<file path="src/rtl/core/rcfr_pkg.sv">
// Package for the remote-control frame receiver: result word layout,
// result kind codes, register indexes and the resolution mask helper.
// No dependencies.
`default_nettype none

package rcfr_pkg;

	// Configuration port layout.
	localparam int CFG_IDX_W = 8;
	localparam logic [CFG_IDX_W-1:0] CFG_START_MARKER = 8'd0;
	localparam logic [CFG_IDX_W-1:0] CFG_END_MARKER   = 8'd1;
	localparam logic [7:0] START_MARKER_RESET = 8'd201;
	localparam logic [7:0] END_MARKER_RESET   = 8'd147;

	// Result kind codes.
	localparam logic [1:0] KIND_CHAN      = 2'd0;
	localparam logic [1:0] KIND_FRAME_OK  = 2'd1;
	localparam logic [1:0] KIND_FRAME_BAD = 2'd2;

	// One result word.
	typedef struct packed {
		logic [1:0]  kind;
		logic        last;
		logic [7:0]  channel_index;
		logic [11:0] channel_value;
		logic        checksum_ok;
		logic [7:0]  sequence_id;
		logic [7:0]  sender_id;
		logic [3:0]  resolution_bits;
		logic [8:0]  channel_count;
		logic [3:0]  routing_length;
		logic [1:0]  discover_state;
		logic [7:0]  error_count;
	} result_t;

	// Results produced by the parser for one byte: up to two words.
	typedef struct packed {
		logic [1:0] count;
		result_t    r0;
		result_t    r1;
	} parse_out_t;

	// Low-bit mask for a channel of the given resolution.
	function automatic logic [11:0] res_mask(input logic [3:0] bits);
		logic [12:0] one_hot;
		one_hot = 13'd1 << bits;
		return 12'(one_hot - 13'd1);
	endfunction

endpackage

`default_nettype wire

</file>
<file path="src/rtl/core/rcfr_if.sv">
// Handshake interfaces for the frame receiver: the byte input channel and
// the result output channel. No dependencies.
`default_nettype none

interface rcfr_in_if;
	logic       valid;
	logic       ready;
	logic [7:0] data_byte;

	modport source (output valid, output data_byte, input ready);
	modport sink   (input valid, input data_byte, output ready);
endinterface

interface rcfr_out_if;
	logic        valid;
	logic        ready;
	logic [1:0]  kind;
	logic        last;
	logic [7:0]  channel_index;
	logic [11:0] channel_value;
	logic        checksum_ok;
	logic [7:0]  sequence_id;
	logic [7:0]  sender_id;
	logic [3:0]  resolution_bits;
	logic [8:0]  channel_count;
	logic [3:0]  routing_length;
	logic [1:0]  discover_state;
	logic [7:0]  error_count;

	modport source (output valid, output kind, output last, output channel_index,
		output channel_value, output checksum_ok, output sequence_id, output sender_id,
		output resolution_bits, output channel_count, output routing_length,
		output discover_state, output error_count, input ready);
	modport sink (input valid, input kind, input last, input channel_index,
		input channel_value, input checksum_ok, input sequence_id, input sender_id,
		input resolution_bits, input channel_count, input routing_length,
		input discover_state, input error_count, output ready);
endinterface

`default_nettype wire

</file>
<file path="src/rtl/core/rcfr_parser.sv">
// Frame parser: packet phase tracking, header capture, channel bit
// assembly, checksum and error score. Depends on rcfr_pkg.
`default_nettype none

module rcfr_parser
	import rcfr_pkg::*;
(
	input  wire logic       clk,
	input  wire logic       arst_n,
	input  wire logic       step,
	input  wire logic [7:0] data_byte,
	input  wire logic [7:0] start_marker,
	input  wire logic [7:0] end_marker,
	output parse_out_t      res
);

	typedef enum logic [2:0] {
		PH_WAIT, PH_SEQ, PH_SENDER, PH_CONFIG, PH_MESH, PH_DATA, PH_CHECK, PH_END
	} phase_t;

	localparam logic [1:0] DISC_MSG = 2'd1;
	localparam logic [2:0] CKEY_MAX = 3'b111;

	phase_t      ph_q, ph_d;
	logic [7:0]  seq_q, seq_d;
	logic [7:0]  sender_q, sender_d;
	logic [3:0]  resb_q, resb_d;
	logic [8:0]  ccount_q, ccount_d;
	logic [3:0]  route_q, route_d;
	logic [1:0]  disc_q, disc_d;
	logic [8:0]  bleft_q, bleft_d;
	logic [7:0]  xor_q, xor_d;
	logic        chk_q, chk_d;
	logic [11:0] asm_q, asm_d;
	logic [3:0]  pos_q, pos_d;
	logic [8:0]  ptr_q, ptr_d;
	logic [7:0]  score_q, score_d;

	// Bit assembly terms for the current byte.
	logic [11:0] mask;
	logic [3:0]  need1;
	logic        c1, c2, e1, e2;
	logic [19:0] wide;
	logic [11:0] val1, val2;
	logic [7:0]  rest, rest2;
	logic [3:0]  rem;
	logic [8:0]  ptr1, ptr2;

	always_comb begin
		mask  = res_mask(resb_q);
		need1 = resb_q - pos_q;
		c1    = (need1 <= 4'd8);
		wide  = ({12'b0, data_byte} << pos_q) | {8'b0, asm_q};
		val1  = wide[11:0] & mask;
		rest  = data_byte >> need1;
		rem   = 4'd8 - need1;
		c2    = c1 && (rem >= resb_q);
		val2  = {4'b0, rest} & mask;
		rest2 = rest >> resb_q;
		e1    = c1 && (ptr_q < ccount_q);
		ptr1  = ptr_q + {8'b0, e1};
		e2    = c2 && (ptr1 < ccount_q);
		ptr2  = ptr1 + {8'b0, e2};
	end

	// Header decode terms for a configuration byte.
	logic [3:0]  cfg_res;
	logic [3:0]  cfg_shift;
	logic [11:0] cfg_prod;
	logic [12:0] cfg_sum;

	always_comb begin
		cfg_res   = 4'd5 + {1'b0, data_byte[2:0]};
		cfg_shift = (data_byte[5:3] == CKEY_MAX) ? 4'd8 : {1'b0, data_byte[5:3]};
		cfg_prod  = {8'b0, cfg_res} << cfg_shift;
		cfg_sum   = {1'b0, cfg_prod} + 13'd7;
	end

	// Saturating score steps.
	logic [7:0] score_up, score_down;
	assign score_up   = (score_q > 8'd251) ? 8'd255 : score_q + 8'd4;
	assign score_down = (score_q > 8'd0) ? score_q - 8'd1 : 8'd0;

	// Next state and results.
	always_comb begin
		ph_d     = ph_q;
		seq_d    = seq_q;
		sender_d = sender_q;
		resb_d   = resb_q;
		ccount_d = ccount_q;
		route_d  = route_q;
		disc_d   = disc_q;
		bleft_d  = bleft_q;
		xor_d    = xor_q;
		chk_d    = chk_q;
		asm_d    = asm_q;
		pos_d    = pos_q;
		ptr_d    = ptr_q;
		score_d  = score_q;
		res      = '0;
		unique case (ph_q)
			PH_WAIT: begin
				if (data_byte == start_marker) ph_d = PH_SEQ;
			end
			PH_SEQ: begin
				seq_d = data_byte;
				xor_d = data_byte;
				ph_d  = PH_SENDER;
			end
			PH_SENDER: begin
				sender_d = data_byte;
				xor_d    = xor_q ^ data_byte;
				ph_d     = PH_CONFIG;
			end
			PH_CONFIG: begin
				xor_d    = xor_q ^ data_byte;
				resb_d   = cfg_res;
				ccount_d = 9'd1 << cfg_shift;
				route_d  = '0;
				disc_d   = '0;
				bleft_d  = cfg_sum[11:3];
				asm_d    = '0;
				pos_d    = '0;
				ptr_d    = '0;
				ph_d     = data_byte[7] ? PH_MESH : PH_DATA;
			end
			PH_MESH: begin
				xor_d   = xor_q ^ data_byte;
				route_d = data_byte[3:0];
				disc_d  = data_byte[6:5];
				ph_d    = (data_byte[6:5] == DISC_MSG) ? PH_CHECK : PH_DATA;
			end
			PH_DATA: begin
				xor_d = xor_q ^ data_byte;
				ptr_d = ptr2;
				if (!c1) begin
					asm_d = wide[11:0];
					pos_d = pos_q + 4'd8;
				end else if (!c2) begin
					asm_d = {4'b0, rest};
					pos_d = rem;
				end else begin
					asm_d = {4'b0, rest2};
					pos_d = rem - resb_q;
				end
				res.count = 2'(e1) + 2'(e2);
				res.r0.kind          = KIND_CHAN;
				res.r0.last          = !e2;
				res.r0.channel_index = ptr_q[7:0];
				res.r0.channel_value = val1;
				res.r1.kind          = KIND_CHAN;
				res.r1.last          = 1'b1;
				res.r1.channel_index = ptr1[7:0];
				res.r1.channel_value = val2;
				if (bleft_q > 9'd0) bleft_d = bleft_q - 9'd1;
				if (bleft_q <= 9'd1) ph_d = PH_CHECK;
			end
			PH_CHECK: begin
				chk_d = (data_byte == xor_q);
				if (data_byte != xor_q) score_d = score_up;
				ph_d = PH_END;
			end
			PH_END: begin
				if (data_byte == end_marker) begin
					score_d     = score_down;
					res.r0.kind = KIND_FRAME_OK;
				end else begin
					score_d     = score_up;
					res.r0.kind = KIND_FRAME_BAD;
				end
				res.count              = 2'd1;
				res.r0.last            = 1'b1;
				res.r0.checksum_ok     = chk_q;
				res.r0.sequence_id     = seq_q;
				res.r0.sender_id       = sender_q;
				res.r0.resolution_bits = resb_q;
				res.r0.channel_count   = ccount_q;
				res.r0.routing_length  = route_q;
				res.r0.discover_state  = disc_q;
				res.r0.error_count     = score_d;
				ph_d = PH_WAIT;
			end
			default: ph_d = PH_WAIT;
		endcase
	end

	// Parser state registers, updated once per processed byte.
	always_ff @(posedge clk or negedge arst_n) begin
		if (!arst_n) begin
			ph_q     <= PH_WAIT;
			seq_q    <= '0;
			sender_q <= '0;
			resb_q   <= 4'd12;
			ccount_q <= 9'd1;
			route_q  <= '0;
			disc_q   <= '0;
			bleft_q  <= '0;
			xor_q    <= '0;
			chk_q    <= 1'b0;
			asm_q    <= '0;
			pos_q    <= '0;
			ptr_q    <= '0;
			score_q  <= '0;
		end else if (step) begin
			ph_q     <= ph_d;
			seq_q    <= seq_d;
			sender_q <= sender_d;
			resb_q   <= resb_d;
			ccount_q <= ccount_d;
			route_q  <= route_d;
			disc_q   <= disc_d;
			bleft_q  <= bleft_d;
			xor_q    <= xor_d;
			chk_q    <= chk_d;
			asm_q    <= asm_d;
			pos_q    <= pos_d;
			ptr_q    <= ptr_d;
			score_q  <= score_d;
		end
	end

	// The bit position always stays below the channel width.
	a_pos_below_res: assert property (@(posedge clk) disable iff (!arst_n)
		pos_q < resb_q) else $error("bit position reached channel width");

	// The channel pointer never passes the channel count.
	a_ptr_bound: assert property (@(posedge clk) disable iff (!arst_n)
		ptr_q <= ccount_q) else $error("channel pointer past channel count");

	// Two results per byte only come from channel data.
	a_two_only_data: assert property (@(posedge clk) disable iff (!arst_n)
		(res.count == 2'd2) |-> (ph_q == PH_DATA && res.r0.kind == KIND_CHAN))
		else $error("two results outside data phase");

endmodule

`default_nettype wire

</file>
<file path="src/rtl/core/rcfr_out_buf.sv">
// Two-entry result buffer: takes the words of one byte at once and hands
// them out one per handshake. Depends on rcfr_pkg.
`default_nettype none

module rcfr_out_buf
	import rcfr_pkg::*;
(
	input  wire logic       clk,
	input  wire logic       arst_n,
	input  wire logic       load,
	input  wire parse_out_t din,
	output logic            space,
	output logic            valid,
	input  wire logic       ready,
	output result_t         head
);

	result_t    slot0_q, slot1_q;
	logic [1:0] cnt_q;
	logic       pop;

	assign valid = (cnt_q != 2'd0);
	assign pop   = valid && ready;
	assign space = (cnt_q == 2'd0) || (cnt_q == 2'd1 && pop);
	assign head  = slot0_q;

	// Word storage: a load replaces the contents, a pop moves the second up.
	always_ff @(posedge clk) begin
		if (load) begin
			slot0_q <= din.r0;
			slot1_q <= din.r1;
		end else if (pop) begin
			slot0_q <= slot1_q;
		end
	end

	// Fill count.
	always_ff @(posedge clk or negedge arst_n) begin
		if (!arst_n) begin
			cnt_q <= '0;
		end else if (load) begin
			cnt_q <= din.count;
		end else if (pop) begin
			cnt_q <= cnt_q - 2'd1;
		end
	end

	// A load only lands in a buffer that is empty or empties this cycle.
	a_load_space: assert property (@(posedge clk) disable iff (!arst_n)
		load |-> (cnt_q == 2'd0 || (cnt_q == 2'd1 && pop)))
		else $error("load into occupied result buffer");

	// The fill count never exceeds two.
	a_cnt_bound: assert property (@(posedge clk) disable iff (!arst_n)
		cnt_q <= 2'd2) else $error("result buffer overfilled");

	// Taking one word of a full pair leaves the second word in front.
	a_pair_shift: assert property (@(posedge clk) disable iff (!arst_n)
		(pop && !load && cnt_q == 2'd2) |=> (cnt_q == 2'd1 && head == $past(slot1_q)))
		else $error("second word lost after pop");

endmodule

`default_nettype wire

</file>
<file path="src/rtl/core/rc_frame_receiver_unit.sv">
// Top level of the remote-control frame receiver: input byte register,
// marker registers, parser and result buffer.
// Depends on rcfr_pkg, rcfr_if, rcfr_parser and rcfr_out_buf.
//
//  channel   dir  handshake        payload
//  in_ch     in   valid / ready    data_byte (8)
//  out_ch    out  valid / ready    result word, kind..error_count (67)
//  cfg       in   cfg_we           cfg_index (8), cfg_wdata (8)
//
// A byte can be accepted every cycle while the output keeps up. It is parsed while
// it sits in the input register; from there its words go into the result buffer.
// A byte that completes two channel values holds the buffer until both words have
// been taken, and the words of the next byte wait until then.
// Reset clears the parser to waiting for a start byte and loads the markers.
// A stalled output backs up into the input register and then into in_ch.ready.
`default_nettype none

module rc_frame_receiver_unit
	import rcfr_pkg::*;
(
	input  wire logic                 clk,
	input  wire logic                 arst_n,
	rcfr_in_if.sink                   in_ch,
	rcfr_out_if.source                out_ch,
	input  wire logic                 cfg_we,
	input  wire logic [CFG_IDX_W-1:0] cfg_index,
	input  wire logic [7:0]           cfg_wdata
);

	logic [7:0] start_q, end_q;
	logic [7:0] data_s1;
	logic       valid_s1;
	parse_out_t pres;
	logic       space;
	logic       go;
	logic       load;
	result_t    head;

	// Marker registers.
	always_ff @(posedge clk or negedge arst_n) begin
		if (!arst_n) begin
			start_q <= START_MARKER_RESET;
			end_q   <= END_MARKER_RESET;
		end else if (cfg_we) begin
			if (cfg_index == CFG_START_MARKER) start_q <= cfg_wdata;
			if (cfg_index == CFG_END_MARKER) end_q <= cfg_wdata;
		end
	end

	// A byte moves on when it makes no word or the buffer has room.
	assign go   = valid_s1 && ((pres.count == 2'd0) || space);
	assign load = go && (pres.count != 2'd0);
	assign in_ch.ready = !valid_s1 || go;

	// Input byte register.
	always_ff @(posedge clk or negedge arst_n) begin
		if (!arst_n) begin
			valid_s1 <= 1'b0;
		end else if (in_ch.valid && in_ch.ready) begin
			valid_s1 <= 1'b1;
		end else if (go) begin
			valid_s1 <= 1'b0;
		end
	end

	always_ff @(posedge clk) begin
		if (in_ch.valid && in_ch.ready) data_s1 <= in_ch.data_byte;
	end

	rcfr_parser u_parser (
		.clk          (clk),
		.arst_n       (arst_n),
		.step         (go),
		.data_byte    (data_s1),
		.start_marker (start_q),
		.end_marker   (end_q),
		.res          (pres)
	);

	rcfr_out_buf u_out_buf (
		.clk    (clk),
		.arst_n (arst_n),
		.load   (load),
		.din    (pres),
		.space  (space),
		.valid  (out_ch.valid),
		.ready  (out_ch.ready),
		.head   (head)
	);

	// Result word onto the output channel.
	assign out_ch.kind            = head.kind;
	assign out_ch.last            = head.last;
	assign out_ch.channel_index   = head.channel_index;
	assign out_ch.channel_value   = head.channel_value;
	assign out_ch.checksum_ok     = head.checksum_ok;
	assign out_ch.sequence_id     = head.sequence_id;
	assign out_ch.sender_id       = head.sender_id;
	assign out_ch.resolution_bits = head.resolution_bits;
	assign out_ch.channel_count   = head.channel_count;
	assign out_ch.routing_length  = head.routing_length;
	assign out_ch.discover_state  = head.discover_state;
	assign out_ch.error_count     = head.error_count;

endmodule

`default_nettype wire

</file>
<file path="src/flat_wrapper.sv">
// flat-port wrapper written by rule: the top's interface ports become plain ports
module rc_frame_receiver_unit_flat import rcfr_pkg::*;
  (clk, arst_n, cfg_we, cfg_index, cfg_wdata, in_ch_valid, in_ch_data_byte, in_ch_ready, out_ch_valid, out_ch_kind, out_ch_last, out_ch_channel_index, out_ch_channel_value, out_ch_checksum_ok, out_ch_sequence_id, out_ch_sender_id, out_ch_resolution_bits, out_ch_channel_count, out_ch_routing_length, out_ch_discover_state, out_ch_error_count, out_ch_ready);
  rcfr_in_if in_ch_i ();
  rcfr_out_if out_ch_i ();
  input  wire logic clk;
  input  wire logic arst_n;
  input  wire logic cfg_we;
  input  wire logic [CFG_IDX_W-1:0] cfg_index;
  input  wire logic [7:0] cfg_wdata;
  input wire logic [$bits(in_ch_i.valid)-1:0] in_ch_valid;
  input wire logic [$bits(in_ch_i.data_byte)-1:0] in_ch_data_byte;
  output wire logic [$bits(in_ch_i.ready)-1:0] in_ch_ready;
  output wire logic [$bits(out_ch_i.valid)-1:0] out_ch_valid;
  output wire logic [$bits(out_ch_i.kind)-1:0] out_ch_kind;
  output wire logic [$bits(out_ch_i.last)-1:0] out_ch_last;
  output wire logic [$bits(out_ch_i.channel_index)-1:0] out_ch_channel_index;
  output wire logic [$bits(out_ch_i.channel_value)-1:0] out_ch_channel_value;
  output wire logic [$bits(out_ch_i.checksum_ok)-1:0] out_ch_checksum_ok;
  output wire logic [$bits(out_ch_i.sequence_id)-1:0] out_ch_sequence_id;
  output wire logic [$bits(out_ch_i.sender_id)-1:0] out_ch_sender_id;
  output wire logic [$bits(out_ch_i.resolution_bits)-1:0] out_ch_resolution_bits;
  output wire logic [$bits(out_ch_i.channel_count)-1:0] out_ch_channel_count;
  output wire logic [$bits(out_ch_i.routing_length)-1:0] out_ch_routing_length;
  output wire logic [$bits(out_ch_i.discover_state)-1:0] out_ch_discover_state;
  output wire logic [$bits(out_ch_i.error_count)-1:0] out_ch_error_count;
  input wire logic [$bits(out_ch_i.ready)-1:0] out_ch_ready;
  assign in_ch_i.valid = in_ch_valid;
  assign in_ch_i.data_byte = in_ch_data_byte;
  assign in_ch_ready = in_ch_i.ready;
  assign out_ch_valid = out_ch_i.valid;
  assign out_ch_kind = out_ch_i.kind;
  assign out_ch_last = out_ch_i.last;
  assign out_ch_channel_index = out_ch_i.channel_index;
  assign out_ch_channel_value = out_ch_i.channel_value;
  assign out_ch_checksum_ok = out_ch_i.checksum_ok;
  assign out_ch_sequence_id = out_ch_i.sequence_id;
  assign out_ch_sender_id = out_ch_i.sender_id;
  assign out_ch_resolution_bits = out_ch_i.resolution_bits;
  assign out_ch_channel_count = out_ch_i.channel_count;
  assign out_ch_routing_length = out_ch_i.routing_length;
  assign out_ch_discover_state = out_ch_i.discover_state;
  assign out_ch_error_count = out_ch_i.error_count;
  assign out_ch_i.ready = out_ch_ready;
  rc_frame_receiver_unit u_core (.clk(clk), .arst_n(arst_n), .in_ch(in_ch_i), .out_ch(out_ch_i), .cfg_we(cfg_we), .cfg_index(cfg_index), .cfg_wdata(cfg_wdata));
endmodule
</file>
<file path="config.mk">
export PLATFORM = sky130hd
export DESIGN_NAME = rc_frame_receiver_unit_flat
export DESIGN_NICKNAME = d
export VERILOG_FILES = /design/src/rtl/core/rcfr_pkg.sv /design/src/rtl/core/rcfr_if.sv /design/src/rtl/core/rcfr_parser.sv /design/src/rtl/core/rcfr_out_buf.sv /design/src/rtl/core/rc_frame_receiver_unit.sv /design/src/flat_wrapper.sv
export SDC_FILE = /design/constraint.sdc
export NUM_CORES = 1
export LEC_CHECK = 0
export BUFFER_PORTS_ARGS = -buffer_cell sky130_fd_sc_hd__buf_2
export CAP_MARGIN = 20
export CORE_MARGIN = 4
export CORE_UTILIZATION = 25
export CTS_CLUSTER_DIAMETER = 30
export CTS_CLUSTER_SIZE = 12
export DETAILED_ROUTE_END_ITERATION = 6
export GPL_ROUTABILITY_DRIVEN = 0
export PLACE_DENSITY = 0.51
export SYNTH_ARGS = -nofsm -noshare
export SYNTH_HDL_FRONTEND = slang
export SYNTH_HIERARCHICAL = 1
export SYNTH_SLANG_ARGS = --single-unit
</file>
<file path="constraint.sdc">
create_clock -name clk -period 25.7 [get_ports clk]
set_input_delay 1.285 -clock clk [delete_from_list [all_inputs] [get_ports clk]]
set_output_delay 1.285 -clock clk [all_outputs]
set_load 0.02 [all_outputs]
</file>
==> summary.txt, run 1 <==
Port bufs: 97
Ports: 98
CTS tree: built
Setup slack at placement: 16.76 ns
Maximum vdd drop: 0.0934 mV
Achievable frequency: 111 MHz
Most frequent CP cell: ha_1
DR vias: 10,700
Starting Density: 0.255
Die Area: 60,500 um2
First-pass GRT wire length: 61,800 um
Slew @ Worst Pin: 1.10 ns
Detailed-route wire length per cell: 17.4 um
# DRC: 0
# Max-Cap Violations: 0
Critical Path Slowest Stage Cell: fa_1
TritonCTS Sinks: 250
Core region area: 55,600 um2
Area grow syn2layout: 26.0%
Yosys reg bits: 250
Pin count of the biggest net entering global routing: 76
GRT Overall Usage: 0.129
Synthesis Warnings: 6
Origin of the critical flop-to-flop path: u_core/u_parser/resb_q[0]$_DFFE_PN0P_
Type of the tightest min-delay check: reg -> reg
WL final: 39,200 um
Critical Path End Type: flip-flop
Critical-path maximum fanout: 75
Antenna diode count: 0
Post-synthesis sequential area ratio: 0.493
Commonest non-fill, non-tap cells in the layout: edfxtp_1 (142), nor2_1 (119), nand2_1 (116)
Power per cell area: 167 nW/um2
Max Root-Sink Buffers: 3
Worst-skew pair later-pin latency: 0.60 ns
Clock Tree Root: clkbuf_16
Total CTS buffers: 74
Async SR Flop Fraction: 0.432
Final Util: 0.321
Clock slew at reported path FFs: 0.04 ns
Cell variety after synth: 84
Leakage: 7.15 nW
TritonRoute pass-1 iters: 5
Detail Placement HPWL: 26,000 um
Skew final: 0.0392 ns
Syn avg cell area: 10.6 um2
Crit path time final: 9.02 ns
Syn Inst Count: 1,331
Setup_tns: 0 ns
Max incr delay on CP: 0.90 ns
Hold_sp: u_core/u_parser/seq_q[2]$_DFFE_PN0P_
Crit path kind: reg -> reg
Post-Syn Area: 14,200 um2
RSZ-0062 raised after global routing: false
Initial antenna violation count: 0
Max-slew violation count: 0
Cells after DPL: 2,117
Worst EP arrival: 9.34 ns
Status: complete, no violations
Final hold violations: 0
Hold-fix buffers, CTS: 0
Placed Area: 15,200 um2
Global route overflow: 0
Post-Layout Cell Count: 2,255
Vias in the first global route: 10,800
CTS-repair resized insts: 0
Nets: 1,520
Row count: 86
Starting DRC count in detailed routing: 864
Fin crit share: 0.351
Postcts setup bufs: 0
Setup crit start: u_core/u_parser/resb_q[0]$_DFFE_PN0P_
Post-synth EDFFs: 142
Via/cell ratio: 4.74
Most common flop cell mapped by yosys: edfxtp_1
Die height: 246 um
H-tree Lvls: 3
Layout cells sized above 1: 0.250
Final Setup Violations: 0
Worst Setup Start Kind: flip-flop
Final worst setup slack: 16.68 ns
Rel. slew slack: 0.264
Final antenna-violating net count: 0
Commonest non-fill, non-tap cell in the layout: edfxtp_1
Worst EP required: 26.02 ns
Die W: 246 um
Design Area, Final: 17,800 um2
## stage by stage
stage	total power (W)	hold slack, ns
floorplan	0.00166	0.438
global placement	0.00202	0.459
detailed placement	0.00203	0.467
CTS	0.00300	0.476
global route	0.00317	0.495
finish	0.00298	0.475
## flip-flops by register name (all words and copies together), names as in the netlist, 9 cells and up
name	cells
u_core/u_out_buf/head	67
u_core/u_out_buf/slot1_q	67
u_core/u_parser/asm_q	12
u_core/u_parser/bleft_q	9
u_core/u_parser/ccount_q	9
u_core/u_parser/ptr_q	9
## final timing paths
path,to,slack [ns],cells past startpoint
max in group asynchronous,u_core/u_parser/sender_q[1]$_DFFE_PN0P_,23.64,2
setup reg to reg,u_core/u_out_buf/head[28]$_DFFE_PP_,16.68,28
hold reg to reg,u_core/u_parser/seq_q[2]$_DFFE_PN0P_,0.48,2
min in group asynchronous,u_core/u_parser/ptr_q[2]$_DFFE_PN0P_,0.68,1
setup / recovery,u_core/u_out_buf/head[28]$_DFFE_PP_,16.68,28
hold / removal,u_core/u_parser/seq_q[2]$_DFFE_PN0P_,0.48,2
## Yosys cell counts (6+ instances only)
master    count  area (um2)
a311oi_1      9        78.8
o21ai_0      78         390
buf_4        51         383
or3_1         6        37.5
nor2_1      121         454
xnor2_1      37         324
inv_1        47         176
or2_2         6        37.5
a31oi_1      12        75.1
nand2b_1     12        75.1
nand4_1      13        81.3
a211oi_1      6        45.0
o22ai_1       7        43.8
edfxtp_1    142        4260
nor4_1        9        56.3
ha_1         44         551
dfrtp_1      97        2430
nand3_1      22         110
mux2_4       10         150
clkbuf_1     44         165
xor2_1       19         166
buf_2        20         100
dfstp_2      11         289
a22o_1       14         123
mux2i_1      15         150
nand2_1     116         435
o211ai_1      7        52.6
nor2b_1      11        68.8
a21o_1        9        67.6
and2_1       28         175
nor3_1       33         165
mux2_2       93        1050
buf_1         7        26.3
a21oi_1      56         280
and3_1       18         113
## kinds of logic after synthesis
kind of cell,after synthesis,synth area share
flops,250,0.493
mux,123,0.102
compound gates,260,0.121
simple gates,418,0.144
xor+xnor,56,0.0346
fa+ha+maj,45,0.0403
buf+inv,178,0.0647
other cells,1,0.000265
## power by group
group | internal (W) | total (W) | leakage, nW | switching [W]
clock network | 0.000675 | 0.000945 | 1.28 | 0.000270
logic | 0.000470 | 0.00129 | 3.17 | 0.000824
registers | 0.000642 | 0.000742 | 2.69 | 0.000101
## critical path: cells and delay by family (launching register included)
family | cells | cell delay (ns)
adders and majority gates | 7 | 2.55
xor gates and xnor gates | 1 | 0.25
AOI/OAI and AO/OA | 6 | 1.87
buffers and inverters | 7 | 2.29
and+or+nand+nor | 6 | 0.87
muxes | 1 | 0.42
DFF | 1 | 0.35
## per-layer routing
| layer | track usage | routed length (um) |
|---|---|---|
| met3 | 0.0338 | 2560 |
| met5 | 0 | 0 |
| met1 | 0.173 | 17700 |
| met2 | 0.201 | 18000 |
| met4 | 0.0471 | 939 |
## layout make-up
cell class / count / area, um2
inverter: 51 / 191
clock inverter: 40 / 576
multi-input combinational: 952 / 6460
timing repair buffer: 117 / 636
clock buffer: 97 / 2060
tap: 748 / 936
sequential: 250 / 6980
fill: 5660 / 37800
Note: power is estimated with default switching activity, not from simulation.
==> inputs of run 2 (changes only) <==
--- a/config.mk
+++ b/config.mk
@@ -5,6 +5,7 @@
 export SDC_FILE = /design/constraint.sdc
 export NUM_CORES = 1
 export LEC_CHECK = 0
+export ABC_AREA = 1
 export BUFFER_PORTS_ARGS = -buffer_cell sky130_fd_sc_hd__buf_2
 export CAP_MARGIN = 20
 export CORE_MARGIN = 4
==> constraint.sdc (replaced) <==
create_clock -name clk -period 9.25 [get_ports clk]
set_input_delay 0.4625 -clock clk [delete_from_list [all_inputs] [get_ports clk]]
set_output_delay 0.4625 -clock clk [all_outputs]
set_load 0.02 [all_outputs]
==> run 2 against run 1 <==
- combinational power is 140% higher
- largest cell class unchanged
- highest routed layer unchanged
- critical path depth is 7 higher
- non-clock buffer count is 12 lower
==> summary.txt, run 2 <==
Worst Setup Start Kind: flip-flop
Type of the tightest min-delay check: in -> reg
Synth area leader: edfxtp_1
H-tree Lvls: 3 (unchanged)
Worst-skew pair later-pin latency: 0.58 ns (-0.02 ns)
Most frequent CP cell: inv_1
Final Setup Violations: 0 (unchanged)
Synth top area share: 0.302 (+0.00120)
Most common flop cell mapped by yosys: edfxtp_1
Antenna diode count: 0 (unchanged)
Total CTS buffers: 71 (-4.1%)
Reg-to-Reg End: u_core/u_parser/bleft_q[7]$_DFFE_PN0P_
Setup crit start: u_core/u_parser/resb_q[0]$_DFFE_PN0P_
Die W: 246 um (-0.19%)
Critical Path Slowest Stage Cell: dfrtp_1
Critical-path maximum fanout: 16 (-79%)
FILL cells: 5,896 (+4.2%)
Vias in the first global route: 11,400 (+5.1%)
Cell variety after synth: 54 (-36%)
Power per cell area: 434 nW/um2 (+160%)
Status: complete, no violations
Async SR Flop Fraction: 0.432 (unchanged)
Ranking of synthesized cells by area: edfxtp_1 (30%), dfrtp_1 (17%), nand2_1 (14%), nor2_1 (4.1%), inv_1 (4.0%)
Clock Tree Root: clkbuf_16
Fin crit share: 0.901 (+0.550)
Commonest non-fill, non-tap cell in the layout: nand2_1
Die Area: 60,300 um2 (-0.39%)
Detailed-route wire length per cell: 14.4 um (-17%)
CTS-repair resized insts: 0 (unchanged)
Flop-to-flop setup slack: 0.92 ns (-15.76 ns)
WL final: 37,600 um (-4.0%)
Detail Placement HPWL: 26,100 um (+0.44%)
Crit path time final: 8.33 ns (-0.689 ns)
Synthesis Warnings: 6 (unchanged)
Core region area: 55,500 um2 (-0.19%)
Skew final: 0.0211 ns (-0.0181 ns)
RSZ-0062 raised after global routing: false
# Max-Cap Violations: 0 (unchanged)
Setup slack at placement: 0.964 ns (-15.80 ns)
Final worst setup slack: 0.920 ns (-15.76 ns)
Post-Syn Area: 14,100 um2 (-0.40%)
Clock slew at reported path FFs: 0.04 ns (about the same)
Worst EP required: 9.74 ns (-16.28 ns)
Die height: 246 um (-0.19%)
DR vias: 11,600 (+8.1%)
Rel. slew slack: 0.298 (+0.0344)
Slew @ Worst Pin: 1.05 ns (-0.0575 ns)
Via/cell ratio: 4.42 (-6.7%)
Ports: 98 (unchanged)
Post-synth top cells: nand2_1 (525), nor2_1 (153), inv_1 (150), edfxtp_1 (142), o21ai_0 (106)
Syn avg cell area: 8.34 um2 (-22%)
Worst EP arrival: 8.82 ns (-0.52 ns)
Setup_tns: 0 ns (unchanged)
GRT Overall Usage: 0.125 (-0.00411)
Most frequent cell after synthesis: nand2_1
CTS tree: built
Nets: 1,881 (+24%)
Crit path to: u_core/u_parser/bleft_q[7]$_DFFE_PN0P_
# DRC: 0 (unchanged)
Pin count of the biggest net entering global routing: 76 (unchanged)
Post-synth EDFFs: 142 (unchanged)
Maximum vdd drop: 0.187 mV (+100%)
TritonCTS Sinks: 250 (unchanged)
Max-slew violation count: 0 (unchanged)
Post-synthesis sequential area ratio: 0.495 (+0.00197)
Starting DRC count in detailed routing: 911 (+5.4%)
Global route overflow: 0 (unchanged)
Max Root-Sink Buffers: 3 (unchanged)
Max incr delay on CP: 0.61 ns (-0.29 ns)
TritonRoute pass-1 iters: 5 (unchanged)
Port bufs: 97 (unchanged)
Final antenna-violating net count: 0 (unchanged)
Achievable frequency: 120 MHz (+8.3%)
Yosys reg bits: 250 (unchanged)
Origin of the critical flop-to-flop path: u_core/u_parser/resb_q[0]$_DFFE_PN0P_
Final hold violations: 0 (unchanged)
First-pass GRT wire length: 60,700 um (-1.9%)
Row count: 86 (unchanged)
Leakage: 7.94 nW (+11%)
Crit path kind: reg -> reg
Critical Path End Type: flip-flop
Area grow syn2layout: 23.9%
Starting Density: 0.254 (-0.000521)
Commonest non-fill, non-tap cells in the layout: nand2_1 (525), nor2_1 (153), inv_1 (150)
R2R depth: 35 (+25%)
Layout cells sized above 1: 0.155 (-0.0946)
Syn Inst Count: 1,691 (+27%)
Initial antenna violation count: 0 (unchanged)
-- run 2: cell types whose count changed after synthesis, sizes merged, moves of 13 or more --
cell,before,now
nor3,33,20
mux2i,15,1
inv,49,168
clkbuf,45,17
mux2,104,0
nand2,116,535
o21ai,80,113
nor2,121,171
and3,18,0
nand3,23,90
xnor2,37,10
and2,28,0
a22o,14,1
o22ai,7,20
-- run 2: repair_timing --
item / in CTS / in global routing
endpoints found under the hold margin: 40 / 0
hold buffers: 1 / 0
setup buffers: 0 / 0
-- run 2: cell families after synthesis --
family / count (synthesis) / synth area share
and+or+nand+nor: 847 / 0.252
buffers and inverters: 281 / 0.0981
DFF: 250 / 0.495
AOI/OAI and AO/OA: 227 / 0.0893
adders and majority gates: 45 / 0.0405
xor gates and xnor gates: 39 / 0.0242
other: 1 / 0.000266
muxes: 1 / 0.000710
-- run 2: report_power, final --
part / switching (W) / total (W) / internal, W
Combinational: 0.00224 / 0.00315 / 0.000913
Clock: 0.000742 / 0.00241 / 0.00167
Sequential: 0.000250 / 0.00202 / 0.00177
-- run 2: routing by layer --
metal,track usage,share of wire,vias to the layer above,wire [um]
met3,0.0317,0.062,87,2340
met1,0.167,0.46,5426,17400
met4,0.0517,0.030,0,1140
met2,0.192,0.45,333,16800
met5,0,0,-,0
li1,-,-,5704,-
-- run 2: final cells by class --
class | count | area [um2] | area share
sequential | 250 | 6980 | 0.399
clock inverter | 54 | 567 | 0.0324
multi-input combinational | 1209 | 5940 | 0.340
inverter | 170 | 648 | 0.0371
tap | 748 | 936 | 0.0536
timing repair buffer | 105 | 551 | 0.0315
clock buffer | 78 | 1860 | 0.106
-- run 2: worst min-delay path by stage --
stage                                      from                           to  slack [ns]  cells past startpoint
global placement    u_core/end_q[7]$_DFFE_PN1P_  u_core/end_q[7]$_DFFE_PN1P_        0.46                      2
finish                       in_ch_data_byte[0]  u_core/data_s1[0]$_DFFE_PP_        0.06                      1
global route                 in_ch_data_byte[5]  u_core/data_s1[5]$_DFFE_PP_        0.02                      1
floorplan                                arst_n  u_core/end_q[2]$_DFFE_PN0P_        0.17                      0
CTS                          in_ch_data_byte[6]  u_core/data_s1[6]$_DFFE_PP_        0.02                      1
detailed placement  u_core/end_q[0]$_DFFE_PN1P_  u_core/end_q[0]$_DFFE_PN1P_        0.46                      2
-- run 2: stage by stage --
| stage | instances | area (um2) | total power, W | hold slack, ns | util |
|---|---|---|---|---|---|
| after floorplan | 1740 | 14300 | 0.00436 | 0.167 | - |
| after global placement | 2481 | 15000 | 0.00513 | 0.462 | 0.271 |
| after detailed placement | 2481 | 15000 | 0.00518 | 0.464 | 0.271 |
| after CTS | 2614 | 17500 | 0.00765 | 0.0175 | 0.315 |
| after global routing | 2614 | 17500 | 0.00818 | 0.0247 | 0.315 |
| final | 2614 | 17500 | 0.00758 | 0.0611 | 0.315 |
-- run 2: worst max-delay path, delay by kind of cell, from the launching register on --
kind / cells / cell delay [ns]
xor gates and xnor gates: 1 / 0.24
DFF: 1 / 0.61
and+or+nand+nor: 15 / 2.58
AOI/OAI and AO/OA: 4 / 0.94
adders and majority gates: 7 / 2.17
buffers and inverters: 8 / 1.71
==> inputs of run 3 (changes only) <==
--- a/config.mk
+++ b/config.mk
@@ -9,12 +9,12 @@
 export BUFFER_PORTS_ARGS = -buffer_cell sky130_fd_sc_hd__buf_2
 export CAP_MARGIN = 20
 export CORE_MARGIN = 4
-export CORE_UTILIZATION = 25
+export CORE_UTILIZATION = 50
 export CTS_CLUSTER_DIAMETER = 30
 export CTS_CLUSTER_SIZE = 12
 export DETAILED_ROUTE_END_ITERATION = 6
 export GPL_ROUTABILITY_DRIVEN = 0
-export PLACE_DENSITY = 0.51
+export PLACE_DENSITY = 0.79
 export SYNTH_ARGS = -nofsm -noshare
 export SYNTH_HDL_FRONTEND = slang
 export SYNTH_HIERARCHICAL = 1
==> run 3 against run 2 <==
- via count increased by 3.1%
- die area shrank 49%
- sequential power is essentially flat
- final cell count fell by 16%
- critical path type unchanged
- largest cell class unchanged
==> summary.txt, run 3 (synthesized netlist as in run 2, its figures left out) <==
Clock group share of total power: 0.264 (-0.054)
Area grow syn2layout: 16.0%
Clock Tree Root: clkbuf_16
Worst EP arrival: 8.80 ns (-0.02 ns)
Psw: 0.00309 W (-4.4%)
WL final: 34,300 um (-8.9%)
Setup crit start: u_core/u_parser/resb_q[0]$_DFFE_PN0P_
Die Area: 31,000 um2 (-49%)
Detailed-route wire length per cell: 15.5 um (+8.0%)
Hold Crit Depth: 1 (unchanged)
TritonRoute pass-1 iters: 6 (+1)
CTS tree: built
Die W: 176 um (-28%)
Total CTS buffers: 49 (-31%)
R2R depth: 36 (+2.9%)
Detail Placement HPWL: 22,900 um (-13%)
Pin count of the biggest net entering global routing: 93 (+22%)
RSZ-0062 raised after global routing: false
Ports: 98 (unchanged)
Max incr delay on CP: 0.63 ns (+0.02 ns)
Commonest non-fill, non-tap cell in the layout: nand2_1
Starting DRC count in detailed routing: 1,535 (+68%)
Crit path time final: 8.33 ns (+0.00213 ns)
Worst EP required: 9.72 ns (-0.02 ns)
Critical-path maximum fanout: 21 (+5)
H-tree Lvls: 2 (-1)
Achievable frequency: 120 MHz (about the same)
Rel. slew slack: 0.279 (-0.0195)
Crit path to: u_core/u_parser/bleft_q[6]$_DFFE_PN0P_
Skew final: 0.0245 ns (+0.00342 ns)
Port bufs: 97 (unchanged)
Layout cells sized above 1: 0.141 (-0.0136)
CTS-repair resized insts: 0 (unchanged)
# Max-Cap Violations: 0 (unchanged)
Fin crit share: 0.901 (about the same)
Final Setup Violations: 0 (unchanged)
DR vias: 11,900 (+3.1%)
Max-slew violation count: 0 (unchanged)
Worst-skew pair later-pin latency: 0.57 ns (about the same)
Type of the tightest min-delay check: in -> reg
Crit path kind: reg -> reg
Power per cell area: 428 nW/um2 (-1.3%)
Maximum vdd drop: 0.169 mV (-9.6%)
Global route overflow: 0 (unchanged)
Final Total Pwr: 0.00700 W (-7.6%)
Worst Setup Start Kind: flip-flop
GRT Overall Usage: 0.218 (+0.0931)
Leakage: 7.64 nW (-3.7%)
Flop-to-flop setup slack: 0.92 ns (about the same)
Status: complete, no violations
Starting Density: 0.508 (+0.254)
Max Root-Sink Buffers: 3 (unchanged)
Clock slew at reported path FFs: 0.05 ns (about the same)
Die height: 176 um (-28%)
Slew @ Worst Pin: 1.07 ns (+0.0290 ns)
Switching share of power: 0.441 (+0.0151)
Via/cell ratio: 5.40 (+22%)
Seq pwr share: 0.287 (+0.021)
Commonest non-fill, non-tap cells in the layout: nand2_1 (525), nor2_1 (153), inv_1 (150)
Row count: 61 (-29%)
Initial antenna violation count: 0 (unchanged)
Reg-to-Reg End: u_core/u_parser/bleft_q[6]$_DFFE_PN0P_
Internal power: 0.00391 W (-10%)
Combinational power share: 0.448 (+0.032)
Final hold violations: 0 (unchanged)
Vias in the first global route: 11,300 (-0.11%)
Nets: 1,860 (-1.1%)
Core region area: 27,800 um2 (-50%)
TritonCTS Sinks: 250 (unchanged)
Origin of the critical flop-to-flop path: u_core/u_parser/resb_q[0]$_DFFE_PN0P_
First-pass GRT wire length: 55,400 um (-8.6%)
Critical Path End Type: flip-flop
Final antenna-violating net count: 0 (unchanged)
Critical Path Slowest Stage Cell: a2111oi_0
# DRC: 0 (unchanged)
Setup_tns: 0 ns (unchanged)
==> run 3: cell count changes in the layout (fill, tap and decap cells not counted), sizes merged <==
cell / change
buf: +1
clkbuf: -23
clkinv: -18
clkinvlp: -8
diode: +1
inv: +8
==> run 3: through the flow <==
step           std cells  area (um2)  worst slack (ns)  hold slack [ns]   util
4_1_cts             2204       16400              1.10           0.0671  0.589
2_1_floorplan       1740       14300             0.800            0.167      -
3_3_place_gp        2112       14600              1.40            0.458  0.525
5_1_grt             2204       16400             0.149           0.0686  0.589
3_5_place_dp        2112       14600              1.15            0.461  0.525
6_report            2205       16400             0.918           0.0878  0.589
==> run 3: metal layers <==
| metal | wire (um) | GRT usage | vias to the layer above |
|---|---|---|---|
| met1 | 14000 | 0.282 | 5547 |
| met2 | 16300 | 0.367 | 622 |
| li1 | - | - | 5635 |
| met5 | 67 | 0 | - |
| met3 | 2780 | 0.0388 | 107 |
| met4 | 1150 | 0.0854 | 2 |
==> run 3: timing repair <==
action | 4_1_cts | 5_1_grt
endpoints found under the hold margin | 39 | 0
buffers inserted | 0 | 0
hold buffers | 1 | 0
==> run 3: power by group through the flow <==
stage	combinational, W	sequential (W)	clock [W]
floorplan	0.00221	0.00214	0
global placement	0.00296	0.00200	0
detailed placement	0.00305	0.00202	0
CTS	0.00309	0.00201	0.00187
global route	0.00348	0.00206	0.00193
finish	0.00314	0.00201	0.00185
==> run 3: how the worst min path moves through the flow <==
stage | from | endpoint | slack (ns)
2_1_floorplan | arst_n | u_core/end_q[2]$_DFFE_PN0P_ | 0.17
3_3_place_gp | u_core/start_q[0]$_DFFE_PN1P_ | u_core/start_q[0]$_DFFE_PN1P_ | 0.46
3_5_place_dp | u_core/end_q[0]$_DFFE_PN1P_ | u_core/end_q[0]$_DFFE_PN1P_ | 0.46
6_report | in_ch_data_byte[7] | u_core/data_s1[7]$_DFFE_PP_ | 0.09
4_1_cts | in_ch_data_byte[6] | u_core/data_s1[6]$_DFFE_PP_ | 0.07
5_1_grt | in_ch_data_byte[6] | u_core/data_s1[6]$_DFFE_PP_ | 0.07
==> run 3: layout make-up <==
| class | instances | area [um2] |
|---|---|---|
| multi-input cells | 1209 | 5930 |
| fillers | 2343 | 11400 |
| clock inverters | 36 | 495 |
| well taps | 378 | 473 |
| repair buffers | 106 | 558 |
| clock buffers | 55 | 1270 |
| inverters | 170 | 648 |
| diodes | 1 | 2.50 |
| flip-flops and latches | 250 | 6980 |
==> run 3: worst max-delay path, delay by kind of cell (launching register included) <==
| kind | cells | cell delay (ns) |
|---|---|---|
| xor gates and xnor gates | 1 | 0.24 |
| buffers and inverters | 9 | 1.88 |
| adders and majority gates | 7 | 2.13 |
| DFF | 1 | 0.56 |
| AOI/OAI and AO/OA | 3 | 0.93 |
| and+or+nand+nor | 16 | 2.49 |
